**src/design/swp_pkg.sv**
```systemverilog
// Shared types, constants and helpers for the swirl warp address generator.
package swp_pkg;

    // Field and register widths.
    localparam int COORD_BITS_DEF = 12;
    localparam int CTR_W          = 16;
    localparam int ANG_W          = 16;
    localparam int RAD_W          = 17;
    localparam int DIM_W          = 13;
    localparam int CFG_DATA_W     = 17;
    localparam int CFG_IDX_W      = 4;
    localparam int RSQ_W          = 2 * RAD_W;
    localparam int QUEUE_DEPTH    = 4;

    localparam logic [DIM_W-1:0] WIDTH_RST  = 13'd640;
    localparam logic [DIM_W-1:0] HEIGHT_RST = 13'd480;

    // Iteration counts of the pipelined arithmetic units.
    localparam int SQRT_STEPS   = RAD_W;
    localparam int DIV_STEPS    = 16;
    localparam int CORDIC_STEPS = 16;

    // Angle arithmetic in Q.16 radians.
    localparam int ANGQ_W = 21;
    localparam logic signed [ANGQ_W-1:0] PI_Q16      = 21'sd205887;
    localparam logic signed [ANGQ_W-1:0] HALF_PI_Q16 = 21'sd102944;
    localparam logic signed [ANGQ_W-1:0] TWO_PI_Q16  = 21'sd411775;

    // CORDIC datapath in Q.30, cosine and sine in Q.16.
    localparam int XY_W = 33;
    localparam logic signed [XY_W-1:0] CORDIC_GAIN_Q30 = 33'sd652032874;
    localparam int CS_W = 19;

    typedef enum logic [CFG_IDX_W-1:0] {
        CFG_CENTER_X     = 4'd0,
        CFG_CENTER_Y     = 4'd1,
        CFG_MAX_ANGLE    = 4'd2,
        CFG_INNER_RADIUS = 4'd3,
        CFG_PEAK_RADIUS  = 4'd4,
        CFG_OUTER_RADIUS = 4'd5,
        CFG_IMAGE_WIDTH  = 4'd6,
        CFG_IMAGE_HEIGHT = 4'd7
    } cfg_idx_t;

    // Radial zone of a destination pixel.
    typedef enum logic [1:0] {
        ZONE_IDENT = 2'd0,
        ZONE_RISE  = 2'd1,
        ZONE_FALL  = 2'd2
    } zone_t;

    typedef struct packed {
        logic [CTR_W-1:0]        center_x;
        logic [CTR_W-1:0]        center_y;
        logic signed [ANG_W-1:0] max_angle;
        logic [RAD_W-1:0]        inner_radius;
        logic [RAD_W-1:0]        peak_radius;
        logic [RAD_W-1:0]        outer_radius;
        logic [DIM_W-1:0]        image_width;
        logic [DIM_W-1:0]        image_height;
    } cfg_t;

    // Width of the signed offset from the centre, 4 fraction bits.
    function automatic int dist_w(input int cb);
        return ((cb + 4) > CTR_W ? cb + 4 : CTR_W) + 1;
    endfunction

    // Width of one queue entry: zone, pixel, offsets and squared distance.
    function automatic int entry_w(input int cb);
        return 2 + 2 * cb + 2 * dist_w(cb) + RSQ_W;
    endfunction

    // Arctangent of 2^-step in Q.16.
    function automatic logic signed [ANGQ_W-1:0] cordic_step_angle(input int step);
        logic signed [ANGQ_W-1:0] ang;
        case (step)
            0:       ang = 21'sd51472;
            1:       ang = 21'sd30386;
            2:       ang = 21'sd16055;
            3:       ang = 21'sd8150;
            4:       ang = 21'sd4091;
            5:       ang = 21'sd2047;
            6:       ang = 21'sd1024;
            7:       ang = 21'sd512;
            8:       ang = 21'sd256;
            9:       ang = 21'sd128;
            10:      ang = 21'sd64;
            11:      ang = 21'sd32;
            12:      ang = 21'sd16;
            13:      ang = 21'sd8;
            14:      ang = 21'sd4;
            15:      ang = 21'sd2;
            default: ang = 21'sd0;
        endcase
        return ang;
    endfunction

endpackage

```
**src/design/swp_front.sv**
```systemverilog
// Front end: accepts destination pixels, measures squared distance, picks the zone.
module swp_front #(
    parameter int COORD_BITS = swp_pkg::COORD_BITS_DEF
) (
    input  logic                  clk,
    input  logic                  rst_n,
    input  swp_pkg::cfg_t         cfg,
    input  logic                  in_valid,
    output logic                  in_stall,
    input  logic [COORD_BITS-1:0] dest_x,
    input  logic [COORD_BITS-1:0] dest_y,
    input  logic                  q_full,
    output logic                  q_push,
    output logic [swp_pkg::entry_w(COORD_BITS)-1:0] q_data
);

    localparam int DW    = swp_pkg::dist_w(COORD_BITS);
    localparam int PW    = 2 * DW - 2;
    localparam int SW    = PW + 1;
    localparam int CMP_W = (SW > swp_pkg::RSQ_W) ? SW : swp_pkg::RSQ_W;

    logic fen;

    logic                  v1_reg, v2_reg, v3_reg;
    logic [COORD_BITS-1:0] px1_reg, py1_reg, px2_reg, py2_reg, px3_reg, py3_reg;
    logic signed [DW-1:0]  dx1_reg, dy1_reg, dx2_reg, dy2_reg, dx3_reg, dy3_reg;
    logic [PW-1:0]         sqx2_reg, sqy2_reg;
    logic [SW-1:0]         s3_reg;

    logic [swp_pkg::RSQ_W-1:0] in2_reg, pk2_reg, out2_reg;

    logic signed [DW-1:0]   dx_next, dy_next;
    logic signed [2*DW-1:0] prod_x, prod_y;
    logic [CMP_W-1:0]       s_ext, in2_ext, pk2_ext, out2_ext;
    swp_pkg::zone_t         zone;

    // The whole front end moves together whenever the queue has room.
    assign fen      = !q_full;
    assign in_stall = !fen;

    // Offsets from the centre with 4 fraction bits.
    assign dx_next = $signed(DW'({dest_x, 4'h0})) - $signed(DW'(cfg.center_x));
    assign dy_next = $signed(DW'({dest_y, 4'h0})) - $signed(DW'(cfg.center_y));

    assign prod_x = dx1_reg * dx1_reg;
    assign prod_y = dy1_reg * dy1_reg;

    always_ff @(posedge clk or negedge rst_n)
    begin
        if (!rst_n)
        begin
            v1_reg <= 1'b0;
            v2_reg <= 1'b0;
            v3_reg <= 1'b0;
        end
        else if (fen)
        begin
            v1_reg <= in_valid;
            v2_reg <= v1_reg;
            v3_reg <= v2_reg;
        end
    end

    always_ff @(posedge clk)
    begin
        if (fen)
        begin
            px1_reg  <= dest_x;
            py1_reg  <= dest_y;
            dx1_reg  <= dx_next;
            dy1_reg  <= dy_next;
            px2_reg  <= px1_reg;
            py2_reg  <= py1_reg;
            dx2_reg  <= dx1_reg;
            dy2_reg  <= dy1_reg;
            sqx2_reg <= prod_x[PW-1:0];
            sqy2_reg <= prod_y[PW-1:0];
            px3_reg  <= px2_reg;
            py3_reg  <= py2_reg;
            dx3_reg  <= dx2_reg;
            dy3_reg  <= dy2_reg;
            s3_reg   <= SW'(sqx2_reg) + SW'(sqy2_reg);
        end
    end

    // Squared radii follow the registers; the user must hold them still while items are in flight (not enforced here).
    always_ff @(posedge clk)
    begin
        in2_reg  <= swp_pkg::RSQ_W'(cfg.inner_radius) * swp_pkg::RSQ_W'(cfg.inner_radius);
        pk2_reg  <= swp_pkg::RSQ_W'(cfg.peak_radius) * swp_pkg::RSQ_W'(cfg.peak_radius);
        out2_reg <= swp_pkg::RSQ_W'(cfg.outer_radius) * swp_pkg::RSQ_W'(cfg.outer_radius);
    end

    // Zone choice on the squared distance, tested in order.
    assign s_ext    = CMP_W'(s3_reg);
    assign in2_ext  = CMP_W'(in2_reg);
    assign pk2_ext  = CMP_W'(pk2_reg);
    assign out2_ext = CMP_W'(out2_reg);

    always_comb
    begin
        if (s_ext <= in2_ext)
        begin
            zone = swp_pkg::ZONE_IDENT;
        end
        else if (s_ext <= pk2_ext)
        begin
            zone = swp_pkg::ZONE_RISE;
        end
        else if (s_ext < out2_ext)
        begin
            zone = swp_pkg::ZONE_FALL;
        end
        else
        begin
            zone = swp_pkg::ZONE_IDENT;
        end
    end

    assign q_push = fen && v3_reg;
    assign q_data = {zone, px3_reg, py3_reg, dx3_reg, dy3_reg, s_ext[swp_pkg::RSQ_W-1:0]};

endmodule

```
**config.mk**
```make
export PLATFORM = sky130hd
export DESIGN_NAME = swp_front
export DESIGN_NICKNAME = d
export VERILOG_FILES = /design/src/design/swp_pkg.sv /design/src/design/swp_front.sv
export SDC_FILE = /design/constraint.sdc
export NUM_CORES = 2
export LEC_CHECK = 0
export ABC_AREA = 1
export BUFFER_PORTS_ARGS = -buffer_cell sky130_fd_sc_hd__buf_2
export CAP_MARGIN = 10
export CORE_ASPECT_RATIO = 0.6
export CORE_MARGIN = 8
export CORE_UTILIZATION = 55
export CTS_CLUSTER_DIAMETER = 30
export DETAILED_ROUTE_END_ITERATION = 16
export PLACE_DENSITY = 0.78
export RECOVER_POWER = 50
export SLEW_MARGIN = 20
export SYNTH_ARGS = -nofsm -noshare
export SYNTH_HDL_FRONTEND = slang
export SYNTH_SLANG_ARGS = --single-unit
```
**constraint.sdc**
```tcl
create_clock -name clk -period 12.3 [get_ports clk]
set_clock_uncertainty 0.2 [all_clocks]
set_input_delay 1.23 -clock clk [delete_from_list [all_inputs] [get_ports clk]]
set_output_delay 1.23 -clock clk [all_outputs]
set_load 0.005 [all_outputs]
```
==> results.md <==
* Startpoint types: register
* Fin nets at 9,146
* Final hold viol count at 0
* Cts repair resizes at 0
* Initial antenna violation count at 6
* CP Max Fanout at 23
* Area Overhead vs Synth at 6.76%
* Reg clk slew, reported paths at 0.06 ns
* Worst-margin pin slew at 5.60 ns
* Number of setup violations in the final report at 0
* Cell Chain, Critical Path: clkbuf_1, clkinv_1, or2_2, fa_1, inv_1, fa_1, fa_1, fa_1, fa_1, inv_1, fa_1, inv_1, ha_1, nand2_1, nor2_1, nand2_1, nor2_1, nand2_1, nand3_1, inv_1, nand2_1, nand2_1
* First-pass GRT wire length at 247 mm
* Setup TNS at 0 ns
* Starting Density at 55.4%
* Placed insts at 8,710
* DR DRC count at 0
* CP arrival at 7.92 ns
* Final ANT Viol Nets at 0
* Critical path type: reg2reg
* Mapped Area at 61,900 um2
* Vias at 45,400
* Top_reg_cell synth: edfxtp_1
* Die width at 449 um
* Number of setup buffers added after CTS at 0
* Total global routing overflow at 0
* Crit path max-delay family: adder cells
* Post-synth EDFFs at 267
* Most area-consuming cells after synthesis: fa_1 35%, ha_1 13%, inv_1 13%, edfxtp_1 13%, nand2_1 8.1%
* Largest net degree at the start of global routing at 132
* Port bufs at 205
* Non-filler cells, final at 8,817
* Share of cells above drive strength 1 at 4.99%
* Tcrit/Tclk final at 63.2%
* Hold_buf cts at 0
* I/O Pins at 249
* H-tree depth at 2
* Clock tree from TritonCTS: built
* Syn Nets at 9,053
* Period minus WS final at 7.77 ns
* Synth Instances at 7,171
* DR pass1 iterations at 6
* Post-synth ARST share at 0.813%
* Row Count at 95
* Area occupied by multi-input gates at 43,100 um2
* Sequential fraction of the synthesis area at 16.3%
* Outcome: complete, but fails checks
* Vias/cell at 5.15
* RSZ-0062 raised after global routing: no
* Failing checks: max-capacitance violations, max-slew violations
* Dpl hpwl at 125 mm
* Maxcap violations at 1
* Die span in y at 276 um
* F_max at 129 MHz
* Clock Latency Late Sink at 0.64 ns
* Placer congestion estimate at 0.960
* Hold Crit Class: reg2reg
* CP max stage delay at 1.00 ns
* Share of the synthesized area in the top cell type at 35.0%
* Final slew viol count at 132
* CP dominant cell by count: fa_1
* Syn avg cell area at 8.63 um2
* CTS Buf Count at 55
* Vias in the first global route at 48,100
* Netlist cell types at 57
* # fillers at 9,488
* Relative slew slack at -276%
* #FFs+latches synth at 369
* Core Area at 112,000 um2
* Sink Count at 369
* Slowest stage cell, crit path: clkbuf_1
* CP endpoint kind: register
* Yosys top cell by area: fa_1
* First DRT Iteration DRCs at 3,567
* Synth warn at 0
* Register area at 10,100 um2
* CP bufs+invs at 6
* GRT Total Usage at 24.3%
* Routed WL per cell at 16.7 um
* Total die area at 124,000 um2
* Final wirelength at 148 mm
* Worst path required time at 12.44 ns
* Worst-case clock buffer depth at 3
* Clk root buf: clkbuf_16
-- cells in the final DEF, fill, tap and decap left out, drive strengths merged, types with 59 or more instances in the layout --
cell type / n
inv: 2155
nand2: 1361
fa: 1082
ha: 647
nor2: 302
edfxtp: 267
a21oi: 254
buf: 169
nand3: 168
xor2: 163
o21ai: 132
clkbuf: 113
dfxtp: 99
xnor2: 62
nand4: 59
-- worst paths after layout --
| path | from | endpoint | cells past startpoint | slack, ns |
|---|---|---|---|---|
| setup / recovery | dx1_reg[16] | sqx2_reg[31] | 22 | 4.53 |
| hold / removal | px2_reg[3] | px3_reg[3] | 0 | 0.18 |
| setup reg to reg | dx1_reg[16] | sqx2_reg[31] | 22 | 4.53 |
| hold reg to reg | px2_reg[3] | px3_reg[3] | 0 | 0.18 |
| max in group asynchronous | rst_n | v2_reg | 1 | 11.54 |
| min in group asynchronous | rst_n | v1_reg | 1 | 0.20 |
-- layout make-up --
class | instances | share of cell area (%)
Sequential cell | 369 | 15.2
Inverter | 2149 | 12.2
Tap cell | 1503 | 2.84
Multi-Input combinational cell | 4472 | 65.1
Timing Repair Buffer | 217 | 1.57
Clock inverter | 39 | 0.746
Clock buffer | 65 | 2.25
Antenna cell | 3 | 0.0114
-- stage by stage --
stage	instance area (um2)	setup WS, ns	util, %	hold WS [ns]
detailed placement	64200	5.27	57.4	0.205
finish	66100	4.53	59.1	0.181
global route	66100	3.97	59.1	0.181
floorplan	61900	4.78	-	0.200
CTS	66200	5.24	59.2	0.153
global placement	64200	5.35	57.4	0.200
-- cell usage after synthesis (5+ instances only) --
cell / n
nor2_2: 15
a21oi_1: 246
o21ai_0: 105
a31oi_1: 12
xor2_1: 163
clkbuf_1: 171
a21boi_0: 16
nand3_2: 8
and3_1: 8
nand3_1: 160
dfxtp_1: 99
edfxtp_1: 267
nand2_1: 1334
a21oi_2: 8
fa_1: 1082
inv_1: 2142
a21o_1: 43
buf_1: 6
nor2_1: 286
nand4_1: 58
inv_2: 5
ha_1: 647
o21bai_1: 41
o21ai_1: 13
nand3b_1: 8
o21ai_2: 14
or2_2: 17
nand2_2: 25
nor3_1: 40
xnor2_1: 62
o21a_1: 11
-- routing by layer --
layer | share of wire, % | up-vias | track usage, % | wire length, um
li1 | - | 21400 | - | -
met1 | 46 | 22100 | 35.9 | 67400
met2 | 43 | 1696 | 37.0 | 62800
met3 | 9.4 | 207 | 5.09 | 13900
met4 | 2.3 | 0 | 5.71 | 3440
met5 | 0 | - | 0 | 0
-- cell families after synthesis --
family / count (synthesis) / synth area share (%)
buffers and inverters: 2330 / 14.1
and+or+nand+nor: 1978 / 13.2
adders and majority gates: 1729 / 48.1
AOI/OAI and AO/OA: 539 / 5.18
DFF: 369 / 16.3
xor gates and xnor gates: 225 / 3.18
other: 1 / 0.00606
Power is left out: the tool's default activity adds up to more than one toggle a clock period on the data nets, which glitch-free logic cannot reach.
