===== src/design/swp_pkg.sv =====
// Shared types, constants and helpers for the swirl warp address generator.
package swp_pkg;

    // Field and register widths.
    localparam int COORD_BITS_DEF = 12;
    localparam int CTR_W          = 16;
    localparam int ANG_W          = 16;
    localparam int RAD_W          = 17;
    localparam int DIM_W          = 13;
    localparam int CFG_DATA_W     = 17;
    localparam int CFG_IDX_W      = 4;
    localparam int RSQ_W          = 2 * RAD_W;
    localparam int QUEUE_DEPTH    = 4;

    localparam logic [DIM_W-1:0] WIDTH_RST  = 13'd640;
    localparam logic [DIM_W-1:0] HEIGHT_RST = 13'd480;

    // Iteration counts of the pipelined arithmetic units.
    localparam int SQRT_STEPS   = RAD_W;
    localparam int DIV_STEPS    = 16;
    localparam int CORDIC_STEPS = 16;

    // Angle arithmetic in Q.16 radians.
    localparam int ANGQ_W = 21;
    localparam logic signed [ANGQ_W-1:0] PI_Q16      = 21'sd205887;
    localparam logic signed [ANGQ_W-1:0] HALF_PI_Q16 = 21'sd102944;
    localparam logic signed [ANGQ_W-1:0] TWO_PI_Q16  = 21'sd411775;

    // CORDIC datapath in Q.30, cosine and sine in Q.16.
    localparam int XY_W = 33;
    localparam logic signed [XY_W-1:0] CORDIC_GAIN_Q30 = 33'sd652032874;
    localparam int CS_W = 19;

    typedef enum logic [CFG_IDX_W-1:0] {
        CFG_CENTER_X     = 4'd0,
        CFG_CENTER_Y     = 4'd1,
        CFG_MAX_ANGLE    = 4'd2,
        CFG_INNER_RADIUS = 4'd3,
        CFG_PEAK_RADIUS  = 4'd4,
        CFG_OUTER_RADIUS = 4'd5,
        CFG_IMAGE_WIDTH  = 4'd6,
        CFG_IMAGE_HEIGHT = 4'd7
    } cfg_idx_t;

    // Radial zone of a destination pixel.
    typedef enum logic [1:0] {
        ZONE_IDENT = 2'd0,
        ZONE_RISE  = 2'd1,
        ZONE_FALL  = 2'd2
    } zone_t;

    typedef struct packed {
        logic [CTR_W-1:0]        center_x;
        logic [CTR_W-1:0]        center_y;
        logic signed [ANG_W-1:0] max_angle;
        logic [RAD_W-1:0]        inner_radius;
        logic [RAD_W-1:0]        peak_radius;
        logic [RAD_W-1:0]        outer_radius;
        logic [DIM_W-1:0]        image_width;
        logic [DIM_W-1:0]        image_height;
    } cfg_t;

    // Width of the signed offset from the centre, 4 fraction bits.
    function automatic int dist_w(input int cb);
        return ((cb + 4) > CTR_W ? cb + 4 : CTR_W) + 1;
    endfunction

    // Width of one queue entry: zone, pixel, offsets and squared distance.
    function automatic int entry_w(input int cb);
        return 2 + 2 * cb + 2 * dist_w(cb) + RSQ_W;
    endfunction

    // Arctangent of 2^-step in Q.16.
    function automatic logic signed [ANGQ_W-1:0] cordic_step_angle(input int step);
        logic signed [ANGQ_W-1:0] ang;
        case (step)
            0:       ang = 21'sd51472;
            1:       ang = 21'sd30386;
            2:       ang = 21'sd16055;
            3:       ang = 21'sd8150;
            4:       ang = 21'sd4091;
            5:       ang = 21'sd2047;
            6:       ang = 21'sd1024;
            7:       ang = 21'sd512;
            8:       ang = 21'sd256;
            9:       ang = 21'sd128;
            10:      ang = 21'sd64;
            11:      ang = 21'sd32;
            12:      ang = 21'sd16;
            13:      ang = 21'sd8;
            14:      ang = 21'sd4;
            15:      ang = 21'sd2;
            default: ang = 21'sd0;
        endcase
        return ang;
    endfunction

endpackage


===== src/design/swp_fifo.sv =====
// Short queue between the classifying front end and the warp back end.
module swp_fifo #(
    parameter int DATA_W = 8,
    parameter int DEPTH  = swp_pkg::QUEUE_DEPTH
) (
    input  logic              clk,
    input  logic              rst_n,
    input  logic              push,
    input  logic [DATA_W-1:0] push_data,
    output logic              full,
    input  logic              pop,
    output logic              pop_valid,
    output logic [DATA_W-1:0] pop_data
);

    localparam int PTR_W = (DEPTH > 1) ? $clog2(DEPTH) : 1;
    localparam int CNT_W = $clog2(DEPTH + 1);

    logic [DATA_W-1:0] mem_reg [DEPTH];
    logic [PTR_W-1:0]  wr_ptr_reg;
    logic [PTR_W-1:0]  rd_ptr_reg;
    logic [CNT_W-1:0]  count_reg;

    assign full      = (count_reg == CNT_W'(DEPTH));
    assign pop_valid = (count_reg != '0);
    assign pop_data  = mem_reg[rd_ptr_reg];

    // Pointers and fill level; the depth is a power of two so pointers wrap.
    always_ff @(posedge clk or negedge rst_n)
    begin
        if (!rst_n)
        begin
            wr_ptr_reg <= '0;
            rd_ptr_reg <= '0;
            count_reg  <= '0;
        end
        else
        begin
            if (push)
            begin
                wr_ptr_reg <= wr_ptr_reg + PTR_W'(1);
            end
            if (pop)
            begin
                rd_ptr_reg <= rd_ptr_reg + PTR_W'(1);
            end
            if (push && !pop)
            begin
                count_reg <= count_reg + CNT_W'(1);
            end
            else if (pop && !push)
            begin
                count_reg <= count_reg - CNT_W'(1);
            end
        end
    end

    // Entry storage.
    always_ff @(posedge clk)
    begin
        if (push)
        begin
            mem_reg[wr_ptr_reg] <= push_data;
        end
    end

    a_no_overflow: assert property (@(posedge clk) disable iff (!rst_n)
        push |-> (!full || pop))
        else $error("queue written while full");

    a_no_underflow: assert property (@(posedge clk) disable iff (!rst_n)
        pop |-> pop_valid)
        else $error("queue read while empty");

    a_count_step: assert property (@(posedge clk) disable iff (!rst_n)
        (push && !pop) |=> (count_reg == $past(count_reg) + CNT_W'(1)))
        else $error("queue fill level did not advance on a write");

endmodule


===== config.mk =====
export PLATFORM = sky130hd
export DESIGN_NAME = swp_fifo
export DESIGN_NICKNAME = d
export VERILOG_FILES = /design/src/design/swp_pkg.sv /design/src/design/swp_fifo.sv
export SDC_FILE = /design/constraint.sdc
export NUM_CORES = 1
export LEC_CHECK = 0
export ABC_CLOCK_PERIOD_IN_PS = 1600
export BUFFER_PORTS_ARGS = -buffer_cell sky130_fd_sc_hd__buf_4
export CAP_MARGIN = 20
export CORE_UTILIZATION = 45
export CTS_BUF_LIST = sky130_fd_sc_hd__clkbuf_4 sky130_fd_sc_hd__clkbuf_8
export CTS_CLUSTER_DIAMETER = 50
export DETAILED_ROUTE_END_ITERATION = 10
export PLACE_DENSITY = 0.66
export SYNTH_ARGS = -nofsm -noshare
export SYNTH_HDL_FRONTEND = slang
export SYNTH_SLANG_ARGS = --single-unit

===== constraint.sdc =====
create_clock -name clk -period 1.6 [get_ports clk]
set_clock_uncertainty 0.2 [all_clocks]
set_input_delay 0.48 -clock clk [delete_from_list [all_inputs] [get_ports clk]]
set_output_delay 0.48 -clock clk [all_outputs]
set_load 0.1 [all_outputs]

==> results of run 1 <==
==> cell type report <==
class	instances	area, µm²
clock inverters	2	12.5
fillers	240	1080
well taps	44	55.1
repair buffers	37	413
flip-flops and latches	39	1140
multi-input cells	31	400
clock buffers	6	45.0
inverters	4	15.0
==> stage by stage <==
step / setup slack [ns] / util [%] / hold slack [ns] / TNS, ns / instances
detailed placement: -0.382 / 60.8 / 0.101 / -3.74 / 152
CTS: -0.763 / 65.8 / 0.0996 / -6.96 / 163
finish: -0.736 / 65.9 / 0.127 / -6.58 / 163
global placement: -0.363 / 60.8 / 0.102 / -3.53 / 152
global route: -0.779 / 65.9 / 0.105 / -7.28 / 163
floorplan: -0.361 / - / -0.0156 / -3.62 / 76
==> path summary, 6_finish.rpt <==
path / from / to / cells after the start
setup / recovery: rd_ptr_reg[0] / pop_data[4] / 3
hold / removal: push_data[0] / mem_reg[2][0] / 1
setup reg to reg: count_reg[1] / count_reg[2] / 6
hold reg to reg: wr_ptr_reg[0] / wr_ptr_reg[0] / 1
max in group asynchronous: rst_n / count_reg[1] / 2
min in group asynchronous: rst_n / rd_ptr_reg[1] / 2
==> cells in the final DEF (no fill, tap or decap) <==
master         instances
and2_1                 4
buf_12                 7
buf_4                 17
buf_6                 12
clkbuf_4               6
clkinv_2               1
clkinvlp_4             1
dfrtp_1                7
dlygate4sd3_1          1
edfxtp_1              32
fa_2                   1
ha_1                   5
inv_1                  4
mux2_2                 1
mux4_2                 8
nand2_1                2
nor2_1                 1
nor3b_4                1
o21ai_0                1
or3_4                  1
xnor2_1                2
xor2_1                 4
==> cell usage after synthesis (all sizes together) <==
cell type / count
xor2: 4
nor3b: 1
mux4: 8
mux2: 1
nor2: 1
o21ai: 1
nand2: 2
inv: 4
and2: 4
or3: 1
dfrtp: 7
edfxtp: 32
buf: 2
xnor2: 2
fa: 1
ha: 5
==> repair_timing <==
action | in CTS | in global routing
pin swaps | 5 | 3
resized for setup | 19 | 1
setup buffers | 2 | 0
hold buffers | 1 | 0
endpoints found under the setup margin | 11 | 12
endpoints found under the hold margin | 7 | 0
==> cell families (layout without fill, tap and decap cells) <==
kind of cell / count (synthesis) / count (layout) / share of synthesized area [%]
AO/OA/AOI/OAI: 1 / 1 / 0.323
XOR/XNOR: 6 / 6 / 3.39
adder cells (fa/ha/maj): 6 / 6 / 5.33
buffers and inverters: 6 / 49 / 2.02
flip-flops: 39 / 39 / 73.3
multiplexers: 9 / 9 / 12.4
AND/OR/NAND/NOR: 9 / 9 / 3.23
==> metal layers <==
layer | vias to the layer above | share of wire [%]
met2 | 16 | 51
met1 | 405 | 42
met5 | - | 0
met4 | 0 | 2.8
met3 | 6 | 4.0
li1 | 371 | -
==> impl_metrics.ini, run 1 <==
[placed_design]
dp_hpwl_um = 1650
io_buffers = 21
post_dp_cell_area_um2 = 1920
gp_congestion = 0.672

[die]
fp.dieW_um = 60.7
initial_utilization_pct = 49.1
row_count = 20
die_h_um = 60.7
io_pins = 22
die_area_um2 = 3680
core_region_area_um2 = 3150

[global_route]
grt_start_max_net_pins = 13
overflow = 0
antenna_found_initial = 0
busiest_layer = met2
grt_util_met1_pct = 19.0
grtUsageMet2_pct = 26.1
first_global_vias = 823
grt_usage_pct = 16.5
grt_use_met3_pct = 5.97
grt_pass1_wl_um = 3840

[setup_path]
reg2reg_setup_slack_ns = -0.11
start_kind = flop
critical-path-top-delay-family = multiplexers
cp-end-kind = output port
worstSetupPathType = flop to output port
cp.buffers_inverters = 2
worstPathArrival_ns = 1.66
critPathMaxStageDelay_ns = 0.52
crit_slowest_cell = mux4_2
cp_cell_sequence = buf_4 > mux4_2 > buf_6
worst-path-max-fanout = 3
cp.required_ns = 0.92

[logic_synthesis]
synthTopCellsByArea = edfxtp_1 (62%), mux4_2 (12%), dfrtp_1 (11%), ha_1 (4.0%), xor2_1 (2.3%)
yosys.area.top_type = edfxtp_1
synth-seq-area-share_pct = 73.3
synth_cell_types = 17
ys_seq_elements = 39
syn-num-nets = 94
netlist_area_um2 = 1550
ys_warn_count = 0
synth_top_area_share_pct = 62.0
syn_area_per_cell_um2 = 20.4
netlist_instances = 76

[sta]
tightest_slew_ns = 0.434
clock.fmax_mhz = 428
relSlewSlack_pct = 71.1
period_needed_ns = 2.34
min_period_over_period_pct = 146
setup_viol = 12
hold_viol_final = 0
rsz0062_at_grt = yes
maxSlewViolCount = 0
final.setup.worst_slack_ns = -0.736

[drt]
detail_route.wl_per_cell_um = 14.8
drc = 0
wl_um = 2420
drt_iter0_drc = 25
ant_nets = 0
first_pass_iters = 4
route.vias.total = 798
routed_via_density = 4.90

[final_layout]
largest_reg_flops = 32
postLayoutCellArea_um2 = 2080
area_growth_pct = 34.1
nNetsFinal = 136
drive_above_1_share_pct = 47.1
num_antenna_cells = 0

[job]
max_cap_violations = 0

[worst_hold_path]
min_path_type = input port to flop

[status]
violations = setup timing
status = finished, violations left

[clock_tree]
clk_latency_ns = 0.34
cts_root_buffer = clkbuf_4
h-tree-depth = 2
cts_buffer_depth = 2
cts_tree = built
cts.sinks = 39
cts_buffers = 5
clkTransAtPathRegs_ns = 0.11
Power of run 1 is not shown: default switching activity piles up to over one toggle a cycle in this logic, so the estimate is an artifact.
==> run 2, diff against run 1 <==
CELL_PAD_IN_SITES_DETAIL_PLACEMENT = 1   (was not set)
CELL_PAD_IN_SITES_GLOBAL_PLACEMENT = 1   (was not set)
PLACE_DENSITY = 0.75   (was 0.66)
==> run 2 against run 1 <==
Against the previous run:
- the flow still finishes with violations (setup timing)
- critical endpoint is now pop_data[1]
- global-route usage up 4.1 points
- highest routed layer unchanged
- register-to-register slack lost 0.06 ns
- via count grew 4.0%
- wire length up 36%
- sequential share of layout area down 0.23 points
- largest cell class unchanged
- final cell count is 2.5% higher
- worst hold slack improved by 0.0088 ns
- die area did not move
- critical path depth stayed put
- count of clock-buffer cells in the layout unchanged
==> impl_metrics.ini, run 2 (synthesized netlist as in run 1, its figures left out) <==
[worst_hold_path]
min_path_type = input port to flop

[drt]
drt_iter0_drc = 34
routed-wl-met2_um = 1920
route.vias.total = 830
routed.top_layer = met4
wl_met1_um = 1210
routed_via_density = 4.97
drc = 0
first_pass_iters = 4
detail_route.wl_per_cell_um = 19.7
dr_wl_met3_um = 98
ant_nets = 0
wl_um = 3290

[sta]
relSlewSlack_pct = 68.6
maxSlewViolCount = 0
setup_viol = 12
rsz0062_at_grt = yes
clock.fmax_mhz = 433
final.setup.worst_slack_ns = -0.710
period_needed_ns = 2.31
hold_viol_final = 0
tightest_slew_ns = 0.471
min_period_over_period_pct = 144

[final_layout]
final_cell_mix = edfxtp_1 (32), buf_4 (25), buf_6 (12)
postLayoutCellArea_um2 = 2090
multi_input_area_um2 = 400
utilization_pct = 66.2
drive_above_1_share_pct = 48.8
final_common_cell = edfxtp_1
fillers = 278
register_area_um2 = 1140
num_antenna_cells = 0
nNetsFinal = 140
largest_reg_flops = 32
area_growth_pct = 34.7

[placed_design]
post_dp_cell_area_um2 = 1890
io_buffers = 21
dp_hpwl_um = 2270
gp_congestion = 0.649
pre_cts_ws_ns = -0.383

[setup_path]
worstPathArrival_ns = 1.63
cp_cell_sequence = buf_12 > mux4_2 > buf_6
worst-path-max-fanout = 7
cp-end-kind = output port
cp.required_ns = 0.92
cp.buffers_inverters = 2
worstSetupPathType = flop to output port
start_kind = flop
critical-path-top-delay-family = multiplexers
crit_slowest_cell = mux4_2
critPathMaxStageDelay_ns = 0.52

[status]
violations = setup timing
status = finished, violations left

[die]
io_pins = 22
die_h_um = 60.7
initial_utilization_pct = 49.1
fp.dieW_um = 60.7
row_count = 20
core_region_area_um2 = 3150
die_area_um2 = 3680

[clock_tree]
cts.sinks = 39
cts_root_buffer = clkbuf_4
cts_buffers = 5
cts_buffer_depth = 2
clk_latency_ns = 0.33
clkTransAtPathRegs_ns = 0.11
h-tree-depth = 2
cts_tree = built

[global_route]
overflow = 0
antenna_found_initial = 0
first_global_vias = 928
grt_pass1_wl_um = 4860
grt_start_max_net_pins = 13
grt_usage_pct = 20.5

[job]
max_cap_violations = 0
## run 2: cell types whose count changed in the layout (fill, tap and decap cells not counted)
cell	change
buf_4	+8
buf_12	-4
bufinv_16	+1
clkbuf_4	-1
clkbuf_8	+1
clkinvlp_4	-1
## run 2: metrics by stage
stage | TNS (ns) | cells | hold WS, ns
6_report | -6.64 | 167 | 0.136
3_5_place_dp | -3.73 | 155 | 0.102
2_1_floorplan | -3.62 | 76 | -0.0156
4_1_cts | -6.77 | 166 | 0.119
3_3_place_gp | -3.38 | 155 | 0.0976
5_1_grt | -7.27 | 167 | 0.117
## run 2: timing repair
action / 4_1_cts / 5_1_grt
hold buffers: 1 / 0
endpoints found under the setup margin: 13 / 16
pin swaps: 5 / 6
buffers inserted: 2 / 2
resized for setup: 19 / 2
hold endpoints to repair: 7 / 0
## run 2: worst paths after layout
| kind | start | endpoint | slack [ns] | cells past startpoint |
|---|---|---|---|---|
| max | rd_ptr_reg[0] | pop_data[1] | -0.71 | 3 |
| min | push_data[6] | mem_reg[2][6] | 0.14 | 1 |
| max reg2reg | count_reg[0] | count_reg[2] | -0.17 | 6 |
| min reg2reg | count_reg[2] | count_reg[2] | 0.39 | 2 |
| max in group asynchronous | rst_n | count_reg[2] | 0.77 | 2 |
| min in group asynchronous | rst_n | count_reg[0] | 0.31 | 2 |
## run 2: final cells by class
| class | instances | share of cell area (%) |
|---|---|---|
| clock buffer | 6 | 2.46 |
| clock inverter | 2 | 1.68 |
| inverter | 4 | 0.720 |
| multi-input combinational | 31 | 19.2 |
| sequential | 39 | 54.5 |
| tap | 44 | 2.64 |
| timing repair buffer | 41 | 18.8 |
## run 2: metal layers
layer,global-route usage [%],vias to the layer above
li1,-,379
met5,0,-
met3,5.12,6
met1,21.4,425
met2,38.5,20
met4,9.74,0
## run 2: worst reg2reg max path, cell delays in order, from the launching register on
cell and delay (ns):
dfrtp_1 0.42, buf_6 0.14, buf_6 0.12, fa_2 0.35
xor2_1 0.16, nor2_1 0.12, xor2_1 0.19
Power of run 2 is left out for the same reason.
